[src/design/rcwe_pkg.sv]
package rcwe_pkg;

    typedef enum logic [1:0] {
        CMD_SEND    = 2'd0,
        CMD_ACK     = 2'd1,
        CMD_TIMEOUT = 2'd2,
        CMD_NONE    = 2'd3
    } cmd_t;

    typedef enum logic [2:0] {
        EV_QUEUED     = 3'd0,
        EV_NEW_ACK    = 3'd1,
        EV_DUP_ACK    = 3'd2,
        EV_FAST_RETX  = 3'd3,
        EV_TIMEOUT    = 3'd4,
        EV_QUEUE_FULL = 3'd5
    } event_t;

    typedef enum logic [1:0] {
        REG_MSS       = 2'd0,
        REG_INIT_WIN  = 2'd1,
        REG_INIT_THR  = 2'd2
    } reg_index_t;

    typedef enum logic [3:0] {
        ST_IDLE,
        ST_DECODE,
        ST_SQUARE,
        ST_DIV,
        ST_GROW,
        ST_POP_READ,
        ST_POP_TEST,
        ST_ROOM,
        ST_OUT
    } state_t;

    localparam logic [31:0] HALF_RANGE = 32'h8000_0000;
    localparam logic [1:0]  DUP_LIMIT  = 2'd3;

    typedef struct packed {
        logic start;
        logic busy;
        logic done;
    } div_ctrl_t;

endpackage

[src/design/rcwe_divider.sv]
module rcwe_divider #(
    parameter int NUM_W = 64,
    parameter int DEN_W = 48
) (
    input  logic             clk,
    input  logic             rst_n,
    input  logic             start,
    input  logic [NUM_W-1:0] numer,
    input  logic [DEN_W-1:0] denom,
    output rcwe_pkg::div_ctrl_t ctrl,
    output logic [NUM_W-1:0] quot
);
    localparam int CW = $clog2(NUM_W + 1);

    logic [NUM_W-1:0] q_reg, q_next;
    logic [DEN_W:0]   r_reg, r_next;
    logic [CW-1:0]    cnt_reg, cnt_next;
    logic             busy_reg, busy_next;
    logic             done_reg, done_next;
    logic [DEN_W:0]   trial;

    // one quotient bit per cycle, restoring
    always_comb
    begin
        q_next    = q_reg;
        r_next    = r_reg;
        cnt_next  = cnt_reg;
        busy_next = busy_reg;
        done_next = 1'b0;
        trial     = '0;
        if (start)
        begin
            q_next    = numer;
            r_next    = '0;
            cnt_next  = CW'(NUM_W);
            busy_next = 1'b1;
        end
        else if (busy_reg)
        begin
            trial = {r_reg[DEN_W-1:0], q_reg[NUM_W-1]};
            if (trial >= {1'b0, denom})
            begin
                r_next = trial - {1'b0, denom};
                q_next = {q_reg[NUM_W-2:0], 1'b1};
            end
            else
            begin
                r_next = trial;
                q_next = {q_reg[NUM_W-2:0], 1'b0};
            end
            cnt_next = cnt_reg - 1'b1;
            if (cnt_reg == CW'(1))
            begin
                busy_next = 1'b0;
                done_next = 1'b1;
            end
        end
    end

    always_ff @(posedge clk or negedge rst_n)
    begin
        if (!rst_n)
        begin
            busy_reg <= 1'b0;
            done_reg <= 1'b0;
            cnt_reg  <= '0;
        end
        else
        begin
            busy_reg <= busy_next;
            done_reg <= done_next;
            cnt_reg  <= cnt_next;
        end
    end

    always_ff @(posedge clk)
    begin
        q_reg <= q_next;
        r_reg <= r_next;
    end

    assign ctrl.start = start;
    assign ctrl.busy  = busy_reg;
    assign ctrl.done  = done_reg;
    assign quot       = q_reg;
endmodule

[config.mk]
export PLATFORM = sky130hd
export DESIGN_NAME = rcwe_divider
export DESIGN_NICKNAME = d
export VERILOG_FILES = /design/src/design/rcwe_pkg.sv /design/src/design/rcwe_divider.sv
export SDC_FILE = /design/constraint.sdc
export NUM_CORES = 1
export LEC_CHECK = 0
export ABC_AREA = 1
export BUFFER_PORTS_ARGS = -buffer_cell sky130_fd_sc_hd__buf_2
export CAP_MARGIN = 15
export CORE_UTILIZATION = 54
export DETAILED_ROUTE_END_ITERATION = 8
export GPL_ROUTABILITY_DRIVEN = 0
export PLACE_DENSITY_LB_ADDON = 0.3
export SKIP_CTS_REPAIR_TIMING = 1
export SLEW_MARGIN = 10
export SYNTH_ARGS = -nofsm -noshare
export SYNTH_HDL_FRONTEND = slang
export SYNTH_SLANG_ARGS = --single-unit
[constraint.sdc]
create_clock -name clk -period 6.6 [get_ports clk]
set_input_delay 0.33 -clock clk [delete_from_list [all_inputs] [get_ports clk]]
set_output_delay 0.33 -clock clk [all_outputs]
set_load 0.005 [all_outputs]
==> results.yml, run 1 <==
outcome:
  status: "completed"
finish:
  mostFrequentLayoutCell: "nand2_1"
  multi_input_comb_area_sq_mm: 0.00527
  drive_gt1_share_pct: 14.3
  fill_cells: 1686
  layout.nets: 1938
  mostFrequentLayoutCells: "665 x nand2_1, 329 x inv_1, 181 x buf_2"
  syn2layout_area_growth_pct: 17.0
  num_antenna_cells: 0
  seq_area_sq_mm: 0.00311
  largest_reg_flops: 64
critical_path:
  cp_data_arrival_time_ns: 3.38
  path_class: "flop to flop"
  end_kind: "flop"
  critPathLaunchType: "flop"
  required_ns: 6.92
  worst-path-max-fanout: 49
sta:
  setup-tns-final_ns: 0
  fin_worst_skew_ns: 0.00841
  min_period_ns: 3.06
  post-route-period-util_pct: 46.4
  setup_viol: 0
  holdWs_ns: 0.171
  slew_headroom_pct: 34.8
  grt_setup_unrepaired: "false"
  fmax_mhz: 327
  slew_violations: 0
  worst-slew-pin-transition_ns: 0.979
  hold_viol_final: 0
floorplanning:
  start_util_pct: 55.1
  ioPinCount: 182
  die_h_microns: 137
  coreArea_sq_mm: 0.0179
  die_x_microns: 137
  core.rowCount: 49
  die_area_sq_mm: 0.0188
yosys:
  yosysSeqAreaShare_pct: 31.5
  synth_edf_count: 64
  netlist_instances: 1608
  syn_nets: 1774
  ys_ff_latch: 121
  synthXorXnorAreaFrac_pct: 2.22
  synth_cell_types: 36
  synth_top_family_by_area: "simple AND/OR/NAND/NOR gates"
  synth_fa_ha_area_share_pct: 6.55
  avgSynthCellArea_sq_um: 6.13
  synthSimpleGateAreaFrac_pct: 40.8
  synth_compound_area_share_pct: 3.76
  dominantRegCellSynth: "edfxtp_1"
  async_reset_ff_share_pct: 7.44
  yosysWarningCount: 0
  synthMuxAreaShare_pct: 0
  netlist_area_sq_mm: 0.00986
placement:
  io_buffers: 181
  hpwlAfterDp_microns: 20300
min_path:
  worst_hold_path_type: "primary input to flop"
pwr:
  powerDensity_mw_per_mm2: 335
  leakagePower_nw: 6.65
  peakVddDrop_v: 0.000211
routing:
  wl_per_cell_microns: 13.5
  route.vias.total: 10300
  drtAntennaViolNets: 0
  dr.pass1.iters: 6
  totalWireLength_microns: 27200
  drtIter0Drc: 921
  drcViolationCount: 0
  viasPerCell: 5.10
clock_network:
  cts_max_level: 4
  clockBufferDepth: 2
  cts_tree: "built"
  clock-sinks: 121
  root_buffer: "clkbuf_16"
  cts_buffers: 17
  insertion_delay_ns: 0.43
  clk_pin_slew_ns: 0.06
grt:
  grt_first_pass_wirelength_microns: 42100
  grt_max_degree: 83
  grt-ovfl-total: 0
  first_global_vias: 8901
  antenna_found_initial: 0
  grt_usage_pct: 28.9
flow_run:
  maxCapViolations: 0
-- cells by family after synthesis --
logic type / count (synthesis)
flops: 121
fa+ha+maj: 51
buf+inv: 383
simple gates: 959
compound gates: 69
xor+xnor: 25
-- power breakdown --
part	internal, mW	total (mW)	switching, mW
sequential	0.958	1.05	0.0964
combinational	0.663	1.85	1.19
clock	0.566	0.954	0.388
-- synthesized netlist by cell type (5+ instances only) --
cell type / number / area share, %
dfrtp_1: 9 / 2.3
nand3_1: 102 / 5.2
xnor2_1: 22 / 2.0
inv_1: 330 / 13
nand4_1: 62 / 3.9
ha_1: 50 / 6.3
inv_2: 7 / 0.27
edfxtp_1: 64 / 19
nor2_1: 95 / 3.6
nand2_1: 665 / 25
buf_2: 10 / 0.51
nor3_1: 6 / 0.30
nand3_2: 13 / 1.3
clkbuf_1: 25 / 0.95
dfxtp_1: 48 / 9.7
o21ai_0: 30 / 1.5
buf_4: 5 / 0.38
a21oi_1: 29 / 1.5
nor2_2: 5 / 0.32
-- worst paths after layout --
path / startpoint / endpoint / slack [ns] / depth (start not counted)
worst min-delay path: numer[19] / quot[19] / 0.17 / 3
worst max-delay path: r_reg[42] / r_reg[42] / 3.54 / 14
min in group asynchronous: rst_n / cnt_reg[6] / 0.29 / 2
max in group asynchronous: rst_n / done_reg / 6.12 / 2
worst max register to register: r_reg[42] / r_reg[42] / 3.54 / 14
worst min register to register: r_reg[37] / r_reg[37] / 0.47 / 2
-- worst max-delay path: stages, from the launching register on --
cell     delay, ns
dfxtp_1       0.33
ha_1          0.38
nand2_1       0.13
nor2_1        0.15
inv_1         0.07
nor2_1        0.22
nand2_1       0.11
nor2_1        0.13
nand2_2       0.06
buf_4         0.31
nand3_2       0.14
buf_4         0.51
nand3_1       0.22
nand3_1       0.13
nand2_1       0.05
-- area by class of cell --
class | instances | share of cell area (%)
timing repair buffer | 191 | 8.74
clock buffer | 18 | 3.72
multi-input combinational | 1104 | 45.7
tap | 229 | 2.48
clock inverter | 14 | 1.43
inverter | 337 | 11.0
sequential | 121 | 26.9
-- metrics by stage --
stage | power [mW] | instance area [sq um] | utilization [%] | instances | setup WS, ns
2_1_floorplan | 2.44 | 9860 | - | 1608 | 3.61
3_3_place_gp | 2.85 | 10900 | 60.8 | 1979 | 3.54
3_5_place_dp | 2.89 | 10900 | 60.8 | 1979 | 3.53
4_1_cts | 3.85 | 11500 | 64.2 | 2011 | 3.62
5_1_grt | 4.16 | 11500 | 64.4 | 2014 | 3.36
6_report | 3.86 | 11500 | 64.4 | 2014 | 3.54
-- routing by layer --
layer | vias to the layer above | routed length, microns | global-route usage, % | share of wire (%)
met5 | - | 0 | 0 | 0
met4 | 0 | 852 | 11.5 | 3.1
met3 | 72 | 1850 | 5.33 | 6.8
met2 | 384 | 12800 | 47.5 | 47
met1 | 4573 | 11800 | 37.2 | 43
li1 | 5248 | - | - | -
No activity file was read; power rests on OpenSTA's default activity.
==> run 2, diff against run 1 <==
clock period = 3.2 ns   (was 6.6 ns; I/O delays follow)
==> run 2 against run 1 <==
Compared with the run above: the flow now finishes with violations (negative hold slack); clock-buffer cell count down 1; non-clock buffer count is 8 higher; combinational power rose by 110%; via count about the same; final cell count up 0.40%; sequential share of layout area shrank 0.15 points; critical path depth stayed put; first-iteration DRC count up 1.1%; worst setup slack worse by 2.9 ns; worst hold slack worse by 0.17 ns; total power is 110% higher.
==> results.yml, run 2 (same netlist as run 1, synthesis figures left out) <==
outcome:
  status: "complete, but fails checks"
  violations: "negative hold slack"
sta:
  fin_worst_skew_ns: 0.0134
  grt_setup_unrepaired: "false"
  setup-tns-final_ns: 0
  slew_violations: 0
  holdWs_ns: -0.00370
  fmax_mhz: 392
  post-route-period-util_pct: 79.7
  setup_viol: 0
  hold_viol_final: 7
  slew_headroom_pct: 29.2
  final.setup.worst_slack_ns: 0.650
  worst-slew-pin-transition_ns: 1.06
  min_period_ns: 2.55
critical_path:
  critPathLaunchType: "flop"
  crit_path_max_incr_delay_ns: 0.48
  path_cells: "ha_1 -> nand2_1 -> inv_1 -> nand2_1 -> nand2_1 -> inv_1 -> nand3_2 -> nand2_1 -> nand2_1 -> nand2_2 -> buf_4 -> nand4_1 -> nand3_1 -> o21ai_0"
  ff2ff_path_depth: 14
  required_ns: 3.47
  worst-path-max-fanout: 48
  end_kind: "flop"
  path_class: "flop to flop"
  crit_top_cell: "nand2_1"
  cp_data_arrival_time_ns: 2.82
  slowest_stage: "buf_4"
finish:
  fin_cells: 2022
  mostFrequentLayoutCells: "665 x nand2_1, 329 x inv_1, 181 x buf_2"
  num_antenna_cells: 0
  syn2layout_area_growth_pct: 17.7
  drive_gt1_share_pct: 14.6
  mostFrequentLayoutCell: "nand2_1"
  finalInstanceArea_sq_mm: 0.0116
  seq_area_sq_mm: 0.00311
  multi_input_comb_area_sq_mm: 0.00527
  largest_reg_flops: 64
  utilization_pct: 64.8
  layout.nets: 1946
  fill_cells: 1725
clock_network:
  clock-sinks: 121
  clk_pin_slew_ns: 0.07
  root_buffer: "clkbuf_16"
  cts_max_level: 4
  cts_buffers: 17
  cts_tree: "built"
  insertion_delay_ns: 0.44
  clockBufferDepth: 2
pwr:
  peakVddDrop_v: 0.000461
  leakagePower_nw: 6.69
  powerDensity_mw_per_mm2: 698
min_path:
  whs_path_depth: 3
  worst_hold_path_type: "primary input to flop"
floorplanning:
  coreArea_sq_mm: 0.0179
  die_h_microns: 137
  start_util_pct: 55.1
  die_area_sq_mm: 0.0188
  ioPinCount: 182
  die_x_microns: 137
  core.rowCount: 49
flow_run:
  maxCapViolations: 0
grt:
  grt_max_degree: 91
  antenna_found_initial: 0
  grt_usage_pct: 29.9
  grt_first_pass_wirelength_microns: 43600
  first_global_vias: 9158
  grt-ovfl-total: 0
routing:
  route.vias.total: 10300
  drtIter0Drc: 931
  drcViolationCount: 0
  dr.pass1.iters: 7
  viasPerCell: 5.08
  totalWireLength_microns: 27900
  drtAntennaViolNets: 0
  wl_per_cell_microns: 13.8
placement:
  dpl.cell_count: 1985
  place_area_sq_mm: 0.0109
  hpwlAfterDp_microns: 20800
  io_buffers: 181
  pre_cts_ws_ns: 0.705
## run 2: cell types whose count changed in the layout (fill, tap and decap cells not counted), sizes merged
cell | before | now
clkinv | 5 | 4
clkbuf | 18 | 17
bufinv | 2 | 3
buf | 190 | 194
dlygate4sd3 | 1 | 5
clkinvlp | 2 | 3
## run 2: critical path: cells and delay by family, from the launching register on
kind | cells | cell delay, ns
simple gates | 9 | 0.99
buf+inv | 3 | 0.60
fa+ha+maj | 1 | 0.34
compound gates | 1 | 0.08
flops | 1 | 0.32
## run 2: metal layers
layer	global-route usage, %	part of all wire, %
met1	38.1	43
met2	48.2	47
met3	6.00	6.5
met4	14.3	3.9
met5	0	0
## run 2: path summary, 6_finish.rpt
path                                start         end  slack [ns]
worst max-delay path             r_reg[7]    r_reg[0]        0.65
worst min-delay path            numer[14]    quot[14]      -0.004
worst max register to register   r_reg[7]    r_reg[0]        0.65
worst min register to register  r_reg[20]   r_reg[20]        0.47
max in group asynchronous           rst_n  cnt_reg[3]        2.90
min in group asynchronous           rst_n  cnt_reg[4]        0.11
## run 2: layout make-up
| type | count | share of cell area (%) |
|---|---|---|
| Tap cell | 229 | 2.47 |
| Multi-Input combinational cell | 1104 | 45.5 |
| Sequential cell | 121 | 26.8 |
| Clock buffer | 17 | 3.67 |
| Inverter | 337 | 10.9 |
| Clock inverter | 15 | 1.62 |
| Timing Repair Buffer | 199 | 9.08 |
## run 2: metrics by stage
stage | hold WS [ns] | power, mW
after floorplan | -0.136 | 5.04
after global placement | 0.0195 | 5.92
after detailed placement | 0.0211 | 6.00
after CTS | -0.425 | 8.06
after global routing | 0.00275 | 8.72
final | -0.00370 | 8.10
## run 2: power breakdown
| group | switching, mW | leakage [nW] | total, mW | internal (mW) |
|---|---|---|---|---|
| registers | 0.195 | 1.21 | 2.17 | 1.98 |
| logic | 2.50 | 5.18 | 3.88 | 1.38 |
| clock network | 0.811 | 0.293 | 2.05 | 1.24 |
| total | 3.50 | 6.69 | 8.10 | 4.60 |
==> run 3, diff against run 2 <==
ABC_AREA = 0   (was 1)
clock period = 2.66 ns   (was 3.2 ns; I/O delays follow)
==> run 3 against run 2 <==
Compared with the run above: the flow finishes with violations (negative hold slack, negative setup slack); sequential power is 12% higher; clock-buffer cell count is the same; largest power group is now clock; combinational power fell by 42%; non-clock buffer count grew 187; cell area grew 8.3%; largest cell class unchanged.
==> results.yml, run 3 <==
outcome:
  status: "complete, but fails checks"
  violations: "negative hold slack, negative setup slack"
grt:
  grt-ovfl-total: 0
  grt_usage_pct: 30.5
  antenna_found_initial: 0
  grt_first_pass_wirelength_microns: 38700
  grt_max_degree: 65
  first_global_vias: 8105
sta:
  slew_violations: 0
  setup_viol: 49
  final.setup.worst_slack_ns: -0.576
  setup-tns-final_ns: -14.75
  min_period_ns: 3.24
  fin_worst_skew_ns: 0.0152
  slew_headroom_pct: 52.8
  fmax_mhz: 309
  post-route-period-util_pct: 122
  grt_setup_unrepaired: "true"
  worst-slew-pin-transition_ns: 0.708
  hold_viol_final: 5
  holdWs_ns: -0.00565
routing:
  drcViolationCount: 0
  drtIter0Drc: 1234
  drtAntennaViolNets: 0
  wl_per_cell_microns: 22.4
  dr.pass1.iters: 5
  totalWireLength_microns: 33300
  viasPerCell: 6.44
  route.vias.total: 9577
pwr:
  leakagePower_nw: 5.68
  p_sw_mw: 2.39
  p_clk_share_pct: 36.6
  peakVddDrop_v: 0.000535
  power_frac_seq_pct: 32.9
  powerDensity_mw_per_mm2: 588
  sw_frac_of_total_pct: 32.4
  internal_power_mw: 5.00
  comb_power_share_pct: 30.5
clock_network:
  clk_pin_slew_ns: 0.07
  insertion_delay_ns: 0.45
  clock-sinks: 121
  clockBufferDepth: 2
  cts_buffers: 17
  cts_max_level: 4
  root_buffer: "clkbuf_16"
  cts_tree: "built"
min_path:
  holdPathEnd: "quot[11]"
  hp-start: "numer[11]"
  worst_hold_path_type: "primary input to flop"
  whs_path_depth: 2
floorplanning:
  start_util_pct: 55.4
  die_area_sq_mm: 0.0161
  core.rowCount: 45
  die_x_microns: 127
  ioPinCount: 182
  coreArea_sq_mm: 0.0152
  die_h_microns: 127
yosys:
  synth_commonest_cells: "114 x nand2_1, 85 x nor2_1, 69 x inv_1"
  synth_area_leaders: "edfxtp_1 23%, dfxtp_1 11%, mux2_2 8.6%"
  ys_ff_latch: 121
  synth_edf_count: 64
  yosysTopAreaCellShare_pct: 22.8
  avgSynthCellArea_sq_um: 8.96
  synth_cell_types: 68
  syn_nets: 1105
  yosysWarningCount: 0
  netlist_area_sq_mm: 0.00842
  async_reset_ff_share_pct: 7.44
  netlist_instances: 939
  yosysMostFrequentCell: "nand2_1"
  synth_area_leader_cell: "edfxtp_1"
  yosysSeqAreaShare_pct: 36.9
  dominantRegCellSynth: "edfxtp_1"
critical_path:
  worst-path-max-fanout: 3
  r2r_slack_ns: -0.58
  path_class: "flop to flop"
  r2r-end: "r_reg[46]"
  ff2ff_path_depth: 11
  required_ns: 3.00
  end_kind: "flop"
  cp_data_arrival_time_ns: 3.58
  worstReg2RegStart: "r_reg[20]"
  critPathLaunchType: "flop"
placement:
  pre_cts_ws_ns: -0.225
  io_buffers: 181
  hpwlAfterDp_microns: 17100
finish:
  drive_gt1_share_pct: 48.1
  num_antenna_cells: 0
  mostFrequentLayoutCells: "181 x buf_4, 180 x buf_2, 97 x nand2_1"
  mostFrequentLayoutCell: "buf_4"
  syn2layout_area_growth_pct: 49.2
  fill_cells: 782
  largest_reg_flops: 64
  layout.nets: 1453
flow_run:
  maxCapViolations: 0
## run 3: routing by layer
| metal | vias to the layer above | GRT usage [%] | routed length, microns |
|---|---|---|---|
| met1 | 4476 | 37.8 | 11800 |
| met3 | 244 | 6.12 | 3030 |
| met2 | 753 | 51.5 | 16000 |
| li1 | 4102 | - | - |
| met4 | 2 | 12.5 | 2440 |
| met5 | - | 2.79 | 59 |
## run 3: final cells by class
type / count / area (sq um) / area share, %
sequential: 121 / 3120 / 24.9
timing repair buffer: 386 / 2680 / 21.3
clock inverter: 15 / 239 / 1.90
tap: 188 / 235 / 1.87
inverter: 69 / 259 / 2.06
clock buffer: 17 / 425 / 3.39
multi-input combinational: 692 / 5610 / 44.6
## run 3: per-stage QoR
stage / hold WS, ns / area (sq um) / power, mW / instances / utilization (%)
CTS: -0.458 / 11300 / 6.88 / 1444 / 74.1
floorplan: -0.163 / 8450 / 3.43 / 939 / -
global placement: -0.00908 / 10600 / 4.15 / 1412 / 69.7
finish: -0.00565 / 12600 / 7.39 / 1488 / 82.6
detailed placement: -0.00469 / 10600 / 4.20 / 1412 / 69.7
global route: -0.0114 / 12600 / 7.61 / 1488 / 82.6
## run 3: cells by family after synthesis
family,Yosys count,share of synthesized area [%]
AOI/OAI and AO/OA,235,19.6
xor gates and xnor gates,44,4.58
adders and majority gates,51,7.67
buffers and inverters,126,6.20
DFF,121,36.9
muxes,67,8.92
and+or+nand+nor,295,16.1
## run 3: how the worst max path moves through the flow
stage                    from         to  slack, ns  cells after the start
CTS                  r_reg[2]  r_reg[42]      -0.30                     12
global placement     quot[63]  r_reg[46]      -0.19                     12
floorplan            quot[63]  r_reg[46]     -0.008                     12
detailed placement   quot[63]  r_reg[46]      -0.22                     12
global route        r_reg[20]  r_reg[34]      -0.86                     12
finish              r_reg[20]  r_reg[46]      -0.58                     11
## run 3: worst max-delay path, cell delays in order, from the launching register on
cell	delay, ns
dfxtp_1	0.33
ha_1	0.34
buf_4	0.17
a21oi_1	0.38
o21ai_0	0.32
o21ai_0	0.31
nor2b_1	0.24
a211o_1	0.22
a21oi_2	0.10
mux2i_1	0.21
o21ai_1	0.16
a311oi_1	0.35
## run 3: power groups by stage
stage | clock, mW | sequential, mW | combinational (mW)
6_report | 2.70 | 2.43 | 2.26
5_1_grt | 2.79 | 2.45 | 2.37
2_1_floorplan | 0 | 2.41 | 1.02
3_5_place_dp | 0 | 2.42 | 1.78
3_3_place_gp | 0 | 2.40 | 1.75
4_1_cts | 2.67 | 2.39 | 1.82
